File: src/sv/cbsu_pkg.sv
// Package for the CB-prefix rotate/shift/bit unit.
// Holds opcode field codes, flag bit positions, cycle counts and the shift function.
// No dependencies.
`default_nettype none

package cbsu_pkg;

    // Opcode bits 7:6: operation group
    localparam logic [1:0] GRP_SHIFT = 2'd0;
    localparam logic [1:0] GRP_BIT   = 2'd1;
    localparam logic [1:0] GRP_RES   = 2'd2;
    localparam logic [1:0] GRP_SET   = 2'd3;

    // Opcode bits 5:3 inside the shift group
    localparam logic [2:0] SH_RLC  = 3'd0;
    localparam logic [2:0] SH_RRC  = 3'd1;
    localparam logic [2:0] SH_RL   = 3'd2;
    localparam logic [2:0] SH_RR   = 3'd3;
    localparam logic [2:0] SH_SLA  = 3'd4;
    localparam logic [2:0] SH_SRA  = 3'd5;
    localparam logic [2:0] SH_SWAP = 3'd6;
    localparam logic [2:0] SH_SRL  = 3'd7;

    // Operand indexes: B,C,D,E,H,L,(HL),A
    localparam logic [2:0] IDX_H   = 3'd4;
    localparam logic [2:0] IDX_L   = 3'd5;
    localparam logic [2:0] IDX_MEM = 3'd6;

    // Flag bit positions: Z N H C
    localparam int FLAG_Z = 3;
    localparam int FLAG_N = 2;
    localparam int FLAG_H = 1;
    localparam int FLAG_C = 0;

    localparam logic [4:0]  CYC_REG = 5'd8;
    localparam logic [4:0]  CYC_MEM = 5'd16;
    localparam logic [15:0] PC_STEP = 16'd2;

    typedef struct packed {
        logic [7:0] result;
        logic       carry;
    } shift_res_t;

    // Rotate / shift / swap of one byte; cin is the old carry flag
    function automatic shift_res_t shift_op(input logic [2:0] op, input logic [7:0] v,
                                            input logic cin);
        shift_res_t r;
        r.carry  = 1'b0;
        r.result = v;
        case (op)
            SH_RLC:  begin r.carry = v[7]; r.result = {v[6:0], v[7]}; end
            SH_RRC:  begin r.carry = v[0]; r.result = {v[0], v[7:1]}; end
            SH_RL:   begin r.carry = v[7]; r.result = {v[6:0], cin}; end
            SH_RR:   begin r.carry = v[0]; r.result = {cin, v[7:1]}; end
            SH_SLA:  begin r.carry = v[7]; r.result = {v[6:0], 1'b0}; end
            SH_SRA:  begin r.carry = v[0]; r.result = {v[7], v[7:1]}; end
            SH_SWAP: begin r.carry = 1'b0; r.result = {v[3:0], v[7:4]}; end
            default: begin r.carry = v[0]; r.result = {1'b0, v[7:1]}; end
        endcase
        return r;
    endfunction

endpackage

`default_nettype wire

File: src/sv/cb_prefix_bit_shift_unit_core.sv
// CB-prefix rotate/shift/bit execution unit, top level.
// Register file in a synchronous memory, flags and PC in flops.
// Depends on cbsu_pkg.
`default_nettype none

// One CB-prefixed instruction per transfer: the opcode byte plus the byte at HL come in,
// and one result transfer goes out carrying the memory write (for (HL) forms), HL,
// the new flags, the architectural cycle count (8 or 16) and the next PC. With no back
// pressure the unit accepts one instruction every clock cycle. The register-file memory
// is read at the accepting edge into the execute stage; execute loads the output register
// when that register is free or draining, and the result transfers from there. A stalled,
// full output register holds execute and stalls the input in the same cycle. A register
// written by one instruction is forwarded to the instruction right behind it, so
// dependent instructions also run at one per cycle with no back pressure. The register
// file, flags and PC are zero after reset, with no clearing pass: per-entry valid bits
// make unwritten registers read as zero.
module cb_prefix_bit_shift_unit_core
    import cbsu_pkg::*;
(
    input  wire logic        clk,
    input  wire logic        rst_n,
    input  wire logic        in_valid,
    output logic             in_stall,
    input  wire logic [7:0]  cb_opcode,
    input  wire logic [7:0]  memory_byte,
    output logic             out_valid,
    input  wire logic        out_stall,
    output logic             mem_write_enable,
    output logic [15:0]      mem_address,
    output logic [7:0]       mem_write_data,
    output logic [3:0]       flags_out,
    output logic [4:0]       cycle_count,
    output logic [15:0]      next_pc
);

    // Register file memory and its valid bits
    logic [7:0] rf_mem [0:7];
    logic [7:0] rf_vld_reg;

    // Execute stage
    logic       s1_valid_reg;
    logic [7:0] s1_opcode_reg;
    logic [7:0] s1_mem_byte_reg;
    logic [7:0] rd_data_reg;
    logic       rd_vld_reg;
    logic       fwd_hit_reg;
    logic [7:0] fwd_data_reg;

    // Architectural state outside the memory
    logic [3:0]  flags_reg;
    logic [3:0]  flags_next;
    logic [15:0] pc_reg;
    logic [15:0] pc_next;
    logic [7:0]  h_reg;
    logic [7:0]  l_reg;

    // Output register
    logic        out_valid_reg;
    logic        mem_we_reg;
    logic [15:0] mem_addr_reg;
    logic [7:0]  mem_wdata_reg;
    logic [3:0]  flags_out_reg;
    logic [4:0]  cyc_reg;
    logic [15:0] next_pc_reg;

    logic       in_accept;
    logic       out_free;
    logic       s1_adv;
    logic [1:0] grp;
    logic [2:0] sel;
    logic [2:0] idx;
    logic       is_mem;
    logic [7:0] reg_val;
    logic [7:0] opnd;
    logic [7:0] mask;
    logic [7:0] res;
    logic       writes;
    shift_res_t shift;
    logic       wr_en;
    logic [2:0] wr_addr;
    logic [7:0] wr_data;

    // Handshake: execute moves forward when the output register is free or draining
    assign out_free  = !out_valid_reg || !out_stall;
    assign s1_adv    = s1_valid_reg && out_free;
    assign in_stall  = s1_valid_reg && !out_free;
    assign in_accept = in_valid && !in_stall;

    // Decode the staged opcode
    assign grp    = s1_opcode_reg[7:6];
    assign sel    = s1_opcode_reg[5:3];
    assign idx    = s1_opcode_reg[2:0];
    assign is_mem = (idx == IDX_MEM);

    // Pick the operand: forwarded write, memory read, or zero for never-written entries
    assign reg_val = fwd_hit_reg ? fwd_data_reg : (rd_vld_reg ? rd_data_reg : 8'h00);
    assign opnd    = is_mem ? s1_mem_byte_reg : reg_val;
    assign mask    = 8'h01 << sel;
    assign shift   = shift_op(sel, opnd, flags_reg[FLAG_C]);

    // Execute the operation and form the new flags
    always_comb
    begin
        res        = opnd;
        writes     = 1'b1;
        flags_next = flags_reg;
        unique case (grp)
            GRP_SHIFT:
            begin
                res                = shift.result;
                flags_next         = 4'h0;
                flags_next[FLAG_Z] = (shift.result == 8'h00);
                flags_next[FLAG_C] = shift.carry;
            end
            GRP_BIT:
            begin
                writes             = 1'b0;
                flags_next[FLAG_Z] = ((opnd & mask) == 8'h00);
                flags_next[FLAG_N] = 1'b0;
                flags_next[FLAG_H] = 1'b1;
            end
            GRP_RES:
            begin
                res = opnd & ~mask;
            end
            default:
            begin
                res = opnd | mask;
            end
        endcase
    end

    assign wr_en   = s1_adv && writes && !is_mem;
    assign wr_addr = idx;
    assign wr_data = res;
    assign pc_next = pc_reg + PC_STEP;

    // Register file memory: write back on execute, registered read on accept
    always_ff @(posedge clk)
    begin
        if (wr_en)
        begin
            rf_mem[wr_addr] <= wr_data;
        end
        if (in_accept)
        begin
            rd_data_reg     <= rf_mem[cb_opcode[2:0]];
            s1_opcode_reg   <= cb_opcode;
            s1_mem_byte_reg <= memory_byte;
            fwd_data_reg    <= wr_data;
        end
    end

    // Capture the read qualifiers and the forward match at accept
    always_ff @(posedge clk or negedge rst_n)
    begin
        if (!rst_n)
        begin
            s1_valid_reg <= 1'b0;
            rd_vld_reg   <= 1'b0;
            fwd_hit_reg  <= 1'b0;
        end
        else
        begin
            if (in_accept)
            begin
                s1_valid_reg <= 1'b1;
                rd_vld_reg   <= rf_vld_reg[cb_opcode[2:0]];
                fwd_hit_reg  <= wr_en && (wr_addr == cb_opcode[2:0]);
            end
            else if (s1_adv)
            begin
                s1_valid_reg <= 1'b0;
            end
        end
    end

    // Commit flags, PC, valid bits and the HL shadow
    always_ff @(posedge clk or negedge rst_n)
    begin
        if (!rst_n)
        begin
            rf_vld_reg <= 8'h00;
            flags_reg  <= 4'h0;
            pc_reg     <= 16'h0000;
            h_reg      <= 8'h00;
            l_reg      <= 8'h00;
        end
        else
        begin
            if (s1_adv)
            begin
                flags_reg <= flags_next;
                pc_reg    <= pc_next;
            end
            if (wr_en)
            begin
                rf_vld_reg[wr_addr] <= 1'b1;
                if (wr_addr == IDX_H)
                begin
                    h_reg <= wr_data;
                end
                if (wr_addr == IDX_L)
                begin
                    l_reg <= wr_data;
                end
            end
        end
    end

    // Output register valid: load on execute, drop on transfer
    always_ff @(posedge clk or negedge rst_n)
    begin
        if (!rst_n)
        begin
            out_valid_reg <= 1'b0;
        end
        else if (s1_adv)
        begin
            out_valid_reg <= 1'b1;
        end
        else if (!out_stall)
        begin
            out_valid_reg <= 1'b0;
        end
    end

    // Output payload: hold while stalled
    always_ff @(posedge clk)
    begin
        if (s1_adv)
        begin
            mem_we_reg    <= writes && is_mem;
            mem_addr_reg  <= {h_reg, l_reg};
            mem_wdata_reg <= (writes && is_mem) ? res : 8'h00;
            flags_out_reg <= flags_next;
            cyc_reg       <= is_mem ? CYC_MEM : CYC_REG;
            next_pc_reg   <= pc_next;
        end
    end

    assign out_valid        = out_valid_reg;
    assign mem_write_enable = mem_we_reg;
    assign mem_address      = mem_addr_reg;
    assign mem_write_data   = mem_wdata_reg;
    assign flags_out        = flags_out_reg;
    assign cycle_count      = cyc_reg;
    assign next_pc          = next_pc_reg;

`ifndef ASSERT_OFF
    // The memory operand slot is never written into the register file
    a_no_mem_slot_write: assert property (@(posedge clk) disable iff (!rst_n)
        wr_en |-> (wr_addr != IDX_MEM))
        else $error("register file write to memory operand slot");

    // PC advances by two for each executed instruction
    a_pc_step: assert property (@(posedge clk) disable iff (!rst_n)
        s1_adv |=> (pc_reg == $past(pc_reg) + PC_STEP))
        else $error("PC did not advance by two");

    // A memory write only comes from an (HL) form
    a_mem_write_cycles: assert property (@(posedge clk) disable iff (!rst_n)
        (out_valid_reg && mem_we_reg) |-> (cyc_reg == CYC_MEM))
        else $error("memory write from a register form");

    // Write data is zero without a memory write
    a_wdata_zero: assert property (@(posedge clk) disable iff (!rst_n)
        (out_valid_reg && !mem_we_reg) |-> (mem_wdata_reg == 8'h00))
        else $error("write data nonzero without memory write");

    // Input stalls only when execute is held by a full output register
    a_stall_cause: assert property (@(posedge clk) disable iff (!rst_n)
        in_stall |-> (s1_valid_reg && out_valid_reg && out_stall))
        else $error("input stalled without back pressure");
`endif

endmodule

`default_nettype wire
File: config.mk
export PLATFORM = sky130hd
export DESIGN_NAME = cb_prefix_bit_shift_unit_core
export DESIGN_NICKNAME = d
export VERILOG_FILES = /design/src/sv/cbsu_pkg.sv /design/src/sv/cb_prefix_bit_shift_unit_core.sv
export SDC_FILE = /design/constraint.sdc
export NUM_CORES = 1
export LEC_CHECK = 0
export ABC_CLOCK_PERIOD_IN_PS = 2440
export CORE_ASPECT_RATIO = 0.7
export CORE_UTILIZATION = 45
export CTS_CLUSTER_DIAMETER = 30
export DETAILED_ROUTE_END_ITERATION = 10
export DONT_BUFFER_PORTS = 1
export GPL_TIMING_DRIVEN = 0
export PLACE_DENSITY = 0.67
export SLEW_MARGIN = 20
export SYNTH_ARGS = -nofsm -noshare
export SYNTH_HDL_FRONTEND = slang
export SYNTH_SLANG_ARGS = --single-unit
File: constraint.sdc
create_clock -name clk -period 2.44 [get_ports clk]
set_input_delay 0.244 -clock clk [delete_from_list [all_inputs] [get_ports clk]]
set_output_delay 0.244 -clock clk [all_outputs]
set_load 0.01 [all_outputs]
After elaboration in Yosys (flattened, before gate mapping):

Memories as Yosys holds them, arrays and structs flattened. A register that Yosys moved wholly into a read port is not among the register bits.
Index checks and enable logic that the tools add are counted.

* bits in registers: 122
* bits in writable memories: 64
* input port bits: 20
* logic and storage cells: 82
* memories: 1

* add/subtract/negate cells: 1
* magnitude comparators: 3
* equal/unequal tests: 13
* shifts and indexed selects: 1
* mux-type cells: 19
* bitwise operators: 5
* reductions and logical operators: 21

Memories
* rf_mem: depth 8, width 8, rd ports 1, clocked after Yosys merged registers in 1, write ports 1, RTL line cb_prefix_bit_shift_unit_core.sv:37 `logic [7:0] rf_mem [0:7];`

Operators with widths (count)
* $pmux 9 s7: 1
* $mux 8: 3
* $pmux 8 s3: 1
* $eq 3x3->1 const B: 6
* $add 16x2->16 const B: 1
* $and 8x8->8: 2
* $logic_not 8->1: 2
* $or 8x8->8: 2
* $mux 1: 10
* $logic_and 1x1->1: 8
* $lt 3x4->1 const B: 2
* $not 8->8: 1
* $shl 1x3->8 const A: 1
* $eq 3x2->1 const B: 2
* $pmux 3 s2: 1
* $logic_not 1->1: 5
* $mux 5: 1
* $reduce_and 2->1: 2
* $bmux 1 s3: 1
* $demux 1 s3: 1
* $eq 3x1->1 const B: 1
* $eq 3x3->1: 1
* $ge 3x1->1 const B: 1
* $logic_not 3->1: 1
* other kinds (6): 6

Depth between registers and ports, before layout:

Gate-level depths: netlist of run 1.

* depth in word-level cells: 7
* depth in mapped cells: 8

Least setup slack after synthesis of run 1:

No wires, ideal clock.

* path kind: reg-to-reg
* from: register out_valid_reg (netlist: out_valid)
* to: register pc_reg[7]
* library setup time: 0.129 ns
* arrival: 2.553 ns
* slack: -0.242 ns
* stages on the path, launching flop included: 7
* path buffers: 1
* cell sequence: dfrtp_1 > nand2_1 > nand2_1 > inv_1 > buf_1 > nand2_1 > xnor2_1

* cells in the longest elaborated chain, start to end: 3

Ends and longest elaborated chain
* start: declaration: RTL line cb_prefix_bit_shift_unit_core.sv:58 `logic out_valid_reg;`
* start signal: assignment: RTL line cb_prefix_bit_shift_unit_core.sv:216 `out_valid_reg <= 1'b0;`
* start signal: assignment: RTL line cb_prefix_bit_shift_unit_core.sv:220 `out_valid_reg <= 1'b1;`
* start signal: assignment: RTL line cb_prefix_bit_shift_unit_core.sv:224 `out_valid_reg <= 1'b0;`
* $logic_not 1->1: RTL line cb_prefix_bit_shift_unit_core.sv:84 `assign out_free = !out_valid_reg || !out_stall;`
* $logic_or 1x1->1: RTL line cb_prefix_bit_shift_unit_core.sv:84
* $logic_and 1x1->1: RTL line cb_prefix_bit_shift_unit_core.sv:85 `assign s1_adv = s1_valid_reg && out_free;`
* via s1_adv: RTL line cb_prefix_bit_shift_unit_core.sv:68 `logic s1_adv;`
* end signal: assignment: RTL line cb_prefix_bit_shift_unit_core.sv:194 `pc_reg <= pc_next;`
* end: declaration: RTL line cb_prefix_bit_shift_unit_core.sv:52 `logic [15:0] pc_reg;`

The timed path passes the listed nets, and every way through them passes these cells.
A chain may end at the register's enable or synchronous reset.

Worst setup path in the final report of run 1:

* from: register s1_opcode_reg[0]
* to: memory rf_mem[2][4], data pin

* cells in the longest elaborated chain, start to end: 4

Ends and longest elaborated chain
* start: declaration: RTL line cb_prefix_bit_shift_unit_core.sv:42 `logic [7:0] s1_opcode_reg;`
* start signal: assignment: RTL line cb_prefix_bit_shift_unit_core.sv:148 `s1_opcode_reg <= cb_opcode;`
* $eq 3x3->1 (*): RTL line cb_prefix_bit_shift_unit_core.sv:93 `assign is_mem = (idx == IDX_MEM);`
* $mux 8 (*): RTL line cb_prefix_bit_shift_unit_core.sv:97 `assign opnd = is_mem ? s1_mem_byte_reg : reg_val;`
* $pmux 9 s7, or another cell as far along: RTL line cbsu_pkg.sv:50 `case (op)`
* $pmux 8 s3 (*): RTL line cb_prefix_bit_shift_unit_core.sv:107 `unique case (grp)`
* via res[4]: RTL line cb_prefix_bit_shift_unit_core.sv:76 `logic [7:0] res;`
* end: declaration: RTL line cb_prefix_bit_shift_unit_core.sv:37

Mark *: on every way through the listed nets, which the timed path passes. The rest lies on a longest branch.

==> results of run 1 <==
[Yosys cell counts (2+ instances only)]
library cell | instances | area, µm²
a31oi_1 | 6 | 37.5
and3b_1 | 5 | 43.8
mux4_2 | 18 | 405
clkbuf_1 | 10 | 37.5
and4bb_1 | 5 | 62.6
dfrtp_1 | 47 | 1180
buf_4 | 5 | 37.5
nand2_1 | 44 | 165
a31o_1 | 2 | 17.5
nand2b_1 | 6 | 37.5
xor2_1 | 17 | 149
inv_2 | 2 | 7.51
o21a_1 | 3 | 22.5
a21oi_1 | 8 | 40.0
or2_2 | 7 | 43.8
nor4b_1 | 2 | 17.5
nand3b_1 | 8 | 60.1
xnor2_1 | 12 | 105
inv_1 | 11 | 41.3
mux2i_1 | 5 | 50.1
a31oi_2 | 2 | 25.0
and2_1 | 12 | 75.1
edfxtp_1 | 142 | 4260
buf_2 | 9 | 45.0
o21ai_0 | 5 | 25.0
nor2_1 | 22 | 82.6
o31a_1 | 2 | 17.5
nor3_1 | 13 | 65.1
mux2_2 | 26 | 293
o21ai_1 | 7 | 35.0
nor4_1 | 5 | 31.3
a2111o_1 | 2 | 22.5
a22o_1 | 2 | 17.5
a311oi_1 | 4 | 35.0
nand4bb_1 | 3 | 33.8
nand3_1 | 11 | 55.1
a211oi_1 | 3 | 22.5
o211ai_1 | 6 | 45.0
[metrics by stage]
| stage | instances | worst slack, ns | hold WS, ns |
|---|---|---|---|
| after floorplan | 539 | 0.310 | -0.0516 |
| after global placement | 770 | -0.839 | -0.0503 |
| after detailed placement | 773 | -0.625 | -0.0503 |
| after CTS | 830 | 0.0224 | 0.0720 |
| after global routing | 836 | -0.000442 | 0.0729 |
| final | 836 | 0.0771 | 0.0728 |
[power groups by stage]
| stage | combinational [mW] | clock [mW] | sequential, mW |
|---|---|---|---|
| 2_1_floorplan | 0.746 | 0 | 4.30 |
| 3_3_place_gp | 1.01 | 0 | 4.38 |
| 3_5_place_dp | 1.05 | 0 | 4.39 |
| 4_1_cts | 1.14 | 2.77 | 4.33 |
| 5_1_grt | 1.32 | 2.89 | 4.38 |
| 6_report | 1.23 | 2.73 | 4.34 |
[worst max path at each step]
| stage | from | end | slack, ns |
|---|---|---|---|
| 3_3_place_gp | s1_opcode_reg[4]$_DFFE_PP_ | rf_mem[6][1]$_DFFE_PP_ | -0.84 |
| 2_1_floorplan | s1_opcode_reg[2]$_DFFE_PP_ | mem_write_data[0]$_SDFFCE_PN0P_ | 0.31 |
| 5_1_grt | s1_opcode_reg[0]$_DFFE_PP_ | mem_write_data[4]$_SDFFCE_PN0P_ | -0.0004 |
| 4_1_cts | s1_opcode_reg[4]$_DFFE_PP_ | l_reg[3]$_DFFE_PN0P_ | 0.02 |
| 3_5_place_dp | fwd_hit_reg$_DFFE_PN0P_ | l_reg[0]$_DFFE_PN0P_ | -0.63 |
| 6_report | s1_opcode_reg[0]$_DFFE_PP_ | rf_mem[2][4]$_DFFE_PP_ | 0.08 |
[layout make-up]
class	count	share of cell area (%)
flip-flops and latches	189	57.6
plain buffers	25	1.55
well taps	231	3.06
inverters	14	0.596
clock inverters	11	1.26
multi-input cells	311	27.3
repair buffers	34	3.56
clock buffers	21	5.00
[worst max-delay path: stages (launching register included)]
cell,delay [ns]
edfxtp_1,0.46
buf_2,0.25
and4bb_1,0.36
a31oi_4,0.09
mux2i_1,0.19
mux2i_2,0.14
a221o_2,0.47
buf_12,0.16
[cells by family (layout without fill, tap and decap cells)]
group / count (synthesis) / count (layout) / synth area share, %
AO/OA/AOI/OAI: 71 / 72 / 6.81
AND/OR/NAND/NOR: 148 / 148 / 10.3
other: 1 / 12 / 0.0468
buffers and inverters: 40 / 105 / 2.37
XOR/XNOR: 29 / 29 / 3.17
adder cells (fa/ha/maj): 1 / 1 / 0.156
multiplexers: 49 / 49 / 9.33
flip-flops: 189 / 189 / 67.9
[metal layers]
layer  vias to the layer above  wire length, µm  global-route usage [%]
met5                         -                0                       0
met4                         0              209                    6.23
met3                        16             1280                    5.85
met2                       178             8220                    30.8
met1                      2379             9190                    31.0
li1                       2136                -                       -
[timing repair]
action,in CTS,in global routing
resized for setup,10,19
cloned,0,1
pin swaps,3,8
endpoints found under the setup margin,80,24
hold endpoints to repair,65,0
hold buffers,20,0
setup buffers,5,6
==> impl_metrics.csv, run 1 <==
group,metric,value,unit
die,initial_core_util,46.4,%
layout,diodes,0,
global_routing,grt_max_degree,56,
synthesis,ys_seq_area_share,67.9,%
layout,register_area,5440,µm²
layout,drive_above_1_share,23.8,%
global_routing,grt_pass1_wl,28200,µm
clocking,clk_path_buf_depth,2,
sta,period_minus_slack,2.36,ns
global_routing,grt-ovfl-total,0,
setup_path,end_kind,"flop",
setup_path,critical_path_class,"reg -> reg",
setup_path,worstRegToRegCells,7,
layout,fill_cells,1413,
setup_path,crit_arrival,2.55,ns
min_path,min_path_type,"in -> reg",
synthesis,synth_area,8020,µm²
layout,fin_nets,613,
drt,num_vias,4709,
clocking,path_clk_slew,0.07,ns
layout,multiInputGateArea,2580,µm²
layout,post-route-util,54.7,%
synthesis,synthArstFlopShare,24.9,%
setup_path,cp_max_fo,10,
pwr,intPower,5.99,mW
drt,routed_wl,18900,µm
pwr,p_leak,3.50,nW
global_routing,grt_util_all_layers,21.1,%
sta,fin_crit_sh,96.8,%
layout,area_delta_synth_final,17.8,%
clocking,cts_tree,"built",
global_routing,antenna_found_initial,0,
global_routing,grt_pass1_vias,4661,
synthesis,synth-seq-cells,189,
synthesis,avgSynthCellArea,15.2,µm²
sta,finalSetupViolations,0,
clocking,cts_htree_levels,4,
drt,drtAntennaViolNets,0,
setup_path,cp.required,2.63,ns
layout,mostFrequentLayoutCells,"edfxtp_1, dfrtp_1, nand2_1, mux2_2, nor2_1",
clocking,clock_latency,0.44,ns
pwr,ir_worst_vdd,0.618,mV
pwr,fin_total_pwr,8.29,mW
pwr,p_per_area,879,nW/µm²
placement,io_buffer_count,0,
sta,fmaxAchievable,423,MHz
sta,slew_viol_final,0,
die,rows,40,
setup_path,reg2reg_slack,0.08,ns
synthesis,yosysWarnings,0,
synthesis,synthCells,528,
drt,drc,0,
sta,hold_violations,0,
pwr,p_sw_share,27.8,%
flow_run,cap_violations,0,
drt,via_per_inst,5.63,
layout,layout_commonest_cell,"edfxtp_1",
pwr,p_sw,2.30,mW
pwr,p_clk_share,32.9,%
setup_path,r2r_end,"rf_mem[2][4]$_DFFE_PP_",
die,dieHeight,114,µm
placement,gp_congestion,0.916,
sta,fin_skew,0.0184,ns
clocking,clock-sinks,189,
die,dieArea,18400,µm²
placement,dpl.hpwl,12200,µm
min_path,holdPathStages,2,
synthesis,synth-edff-count,142,
layout,largest_reg_flops,64,
clocking,cts_buffers,17,
synthesis,synth_flop_cell,"edfxtp_1",
placement,place_area,8400,µm²
die,core-area,17300,µm²
pwr,seq_power_share,52.3,%
clocking,cts-root-buf,"clkbuf_16",
die,die_w,162,µm
setup_path,start_kind,"flop",
sta,worstMarginPinSlew,0.948,ns
sta,rsz0062_at_grt,"true",
die,ios,72,
sta,slew-limit-headroom,36.6,%
drt,dr.pass1.iters,5,
min_path,hp-start,"out_stall",
status,outcome,"completed",
setup_path,reg2reg_from,"s1_opcode_reg[0]$_DFFE_PP_",
drt,wl_per_cell,22.6,µm
sta,fin_setup_tns,0,ns
synthesis,synth_cell_types,67,
layout,top_register,"rf_mem",
drt,drt_iter0_markers,507,
pwr,power.share.combinational,14.8,%
layout,final_area,9440,µm²
min_path,min_to,"s1_valid_reg$_DFFE_PN0P_",
(Power assumes the default switching activity.)
==> inputs of run 2 (changes only) <==
--- a/config.mk
+++ b/config.mk
@@ -6,13 +6,16 @@
 export NUM_CORES = 1
 export LEC_CHECK = 0
 export ABC_CLOCK_PERIOD_IN_PS = 2440
+export CELL_PAD_IN_SITES_DETAIL_PLACEMENT = 1
+export CELL_PAD_IN_SITES_GLOBAL_PLACEMENT = 1
 export CORE_ASPECT_RATIO = 0.7
 export CORE_UTILIZATION = 45
 export CTS_CLUSTER_DIAMETER = 30
 export DETAILED_ROUTE_END_ITERATION = 10
 export DONT_BUFFER_PORTS = 1
 export GPL_TIMING_DRIVEN = 0
-export PLACE_DENSITY = 0.67
+export PLACE_DENSITY = 0.76
+export SETUP_SLACK_MARGIN = 0.2
 export SLEW_MARGIN = 20
 export SYNTH_ARGS = -nofsm -noshare
 export SYNTH_HDL_FRONTEND = slang
==> run 2 against run 1 <==
Against the previous run: hold slack gained 0.051 ns; sequential share of layout area is 4.7 points lower; fmax down 0.55%; count of clock-buffer cells in the layout shrank 2; register-to-register slack is essentially flat; die area did not move; highest routed layer unchanged; combinational power up 34%; clock power is 4% higher; global-route usage grew 3.8 points; non-clock buffer count is 49 higher; critical endpoint is now flags_out[3]$_DFFE_PP_; first-iteration DRC count is 19% lower.
==> impl_metrics.csv, run 2 (synthesis gave the netlist of run 1 again) <==
group,metric,value,unit
global_routing,antenna_found_initial,0,
setup_path,crit_arrival,2.56,ns
sta,worstMarginPinSlew,0.768,ns
die,dieArea,18400,µm²
clocking,clk_path_buf_depth,2,
die,dieHeight,114,µm
drt,via_per_inst,5.78,
layout,fill_cells,1629,
clocking,clock-sinks,189,
min_path,min_path_type,"in -> reg",
global_routing,busiest_layer,"met2",
layout,final_area,10300,µm²
setup_path,cp.required,2.63,ns
layout,diodes,0,
placement,io_buffer_count,0,
layout,drive_above_1_share,35.2,%
die,ios,72,
drt,drt_iter0_markers,411,
global_routing,grt_pass1_vias,5374,
clocking,path_clk_slew,0.08,ns
global_routing,use_met1,34.7,%
clocking,cts-root-buf,"clkbuf_16",
layout,top_register,"rf_mem",
clocking,cts_buffers,17,
sta,slew-limit-headroom,48.6,%
global_routing,gr-usage-met3,6.47,%
layout,largest_reg_flops,64,
pwr,ir_worst_vdd,0.620,mV
sta,finalSetupViolations,0,
setup_path,cp_max_fo,6,
pwr,p_per_area,860,nW/µm²
die,rows,40,
sta,hold_violations,0,
min_path,min_to,"rd_vld_reg$_DFFE_PN0P_",
min_path,holdPathStages,2,
flow_run,cap_violations,0,
layout,area_delta_synth_final,28.2,%
drt,drtAntennaViolNets,0,
pwr,p_leak,3.90,nW
drt,wl_per_cell,25.5,µm
setup_path,r2r_end,"flags_out[3]$_DFFE_PP_",
clocking,cts_htree_levels,4,
min_path,hp-start,"in_valid",
sta,fin_hold_ws,0.124,ns
layout,layout_commonest_cell,"edfxtp_1",
global_routing,grt_max_degree,56,
setup_path,reg2reg_from,"s1_opcode_reg[2]$_DFFE_PP_",
global_routing,globalRouteMet2Util,39.1,%
setup_path,reg2reg_slack,0.06,ns
placement,dpl.hpwl,14100,µm
drt,drc,0,
drt,num_vias,5109,
setup_path,end_kind,"flop",
sta,slew_viol_final,0,
layout,mostFrequentLayoutCells,"edfxtp_1, dfrtp_1, buf_4, nand2_1",
placement,gp_congestion,0.892,
die,die_w,162,µm
pwr,fin_total_pwr,8.83,mW
global_routing,grt_util_all_layers,24.9,%
global_routing,grt_pass1_wl,33000,µm
die,initial_core_util,46.4,%
global_routing,grt-ovfl-total,0,
setup_path,start_kind,"flop",
drt,dr.pass1.iters,4,
sta,rsz0062_at_grt,"true",
setup_path,critical_path_class,"reg -> reg",
layout,fin_nets,661,
clocking,clock_latency,0.44,ns
die,core-area,17300,µm²
sta,fin_skew,0.0128,ns
setup_path,worstRegToRegCells,10,
sta,fmaxAchievable,421,MHz
placement,place_area,8390,µm²
drt,routed_wl,22500,µm
clocking,cts_tree,"built",
sta,period_minus_slack,2.38,ns
status,outcome,"completed",
sta,fin_crit_sh,97.4,%
run 2: changes by cell type in the layout (fill, tap and decap cells not counted), sizes merged:
cell / change
a221o: -1
buf: +50
bufinv: +1
clkbuf: -3
clkinv: +1
run 2: worst max path at each step:
stage	slack, ns	endpoint	from
final	0.06	flags_out[3]$_DFFE_PP_	s1_opcode_reg[2]$_DFFE_PP_
after global routing	-0.02	h_reg[0]$_DFFE_PN0P_	s1_opcode_reg[2]$_DFFE_PP_
after CTS	0.14	rf_mem[0][0]$_DFFE_PP_	rd_vld_reg$_DFFE_PN0P_
after detailed placement	-0.67	h_reg[0]$_DFFE_PN0P_	fwd_hit_reg$_DFFE_PN0P_
after global placement	-0.84	rf_mem[6][1]$_DFFE_PP_	s1_opcode_reg[3]$_DFFE_PP_
after floorplan	0.31	mem_write_data[0]$_SDFFCE_PN0P_	s1_opcode_reg[2]$_DFFE_PP_
run 2: cell type report:
class / count / area (µm²) / area share, %
inverters: 14 / 70.1 / 0.682
clock inverters: 13 / 168 / 1.63
clock buffers: 19 / 443 / 4.31
repair buffers: 82 / 822 / 8.00
well taps: 231 / 289 / 2.81
plain buffers: 26 / 193 / 1.88
flip-flops and latches: 189 / 5440 / 53.0
multi-input cells: 310 / 2850 / 27.7
run 2: repair_timing:
item,in CTS,in global routing
pin swaps,18,18
hold buffers,20,0
buffers inserted,39,18
hold endpoints to repair,65,0
gates cloned,1,2
gates resized for setup,53,73
setup endpoints to repair,145,115
run 2: metal layers:
layer  routed length, µm  vias to the layer above  share of wire [%]
met3                1170                       20                5.2
li1                    -                     2225                  -
met5                   0                        -                  0
met4                 274                        0                1.2
met2               10700                      145                 47
met1               10400                     2719                 46
run 2: power by group:
part	leakage, nW	total, mW	internal (mW)	switching (mW)
logic	1.66	1.65	0.781	0.871
registers	1.94	4.34	4.03	0.315
clock network	0.298	2.84	1.50	1.34
total	3.90	8.83	6.31	2.53
run 2: per-stage QoR:
stage               setup TNS (ns)  worst slack, ns  cells  util, %
CTS                              0            0.137    864     56.8
floorplan                        0            0.310    539        -
detailed placement          -26.45           -0.670    772     48.6
global placement            -40.84           -0.841    770     48.4
finish                           0           0.0641    884     59.5
global route               -0.0772          -0.0215    884     59.5
run 2: critical path: stages (launching register included):
cell	delay [ns]
edfxtp_1	0.46
buf_4	0.17
buf_4	0.14
buf_8	0.12
and4bb_1	0.21
a31oi_4	0.28
buf_6	0.15
a21oi_2	0.05
o2111a_1	0.17
a22o_1	0.21
a21o_1	0.17
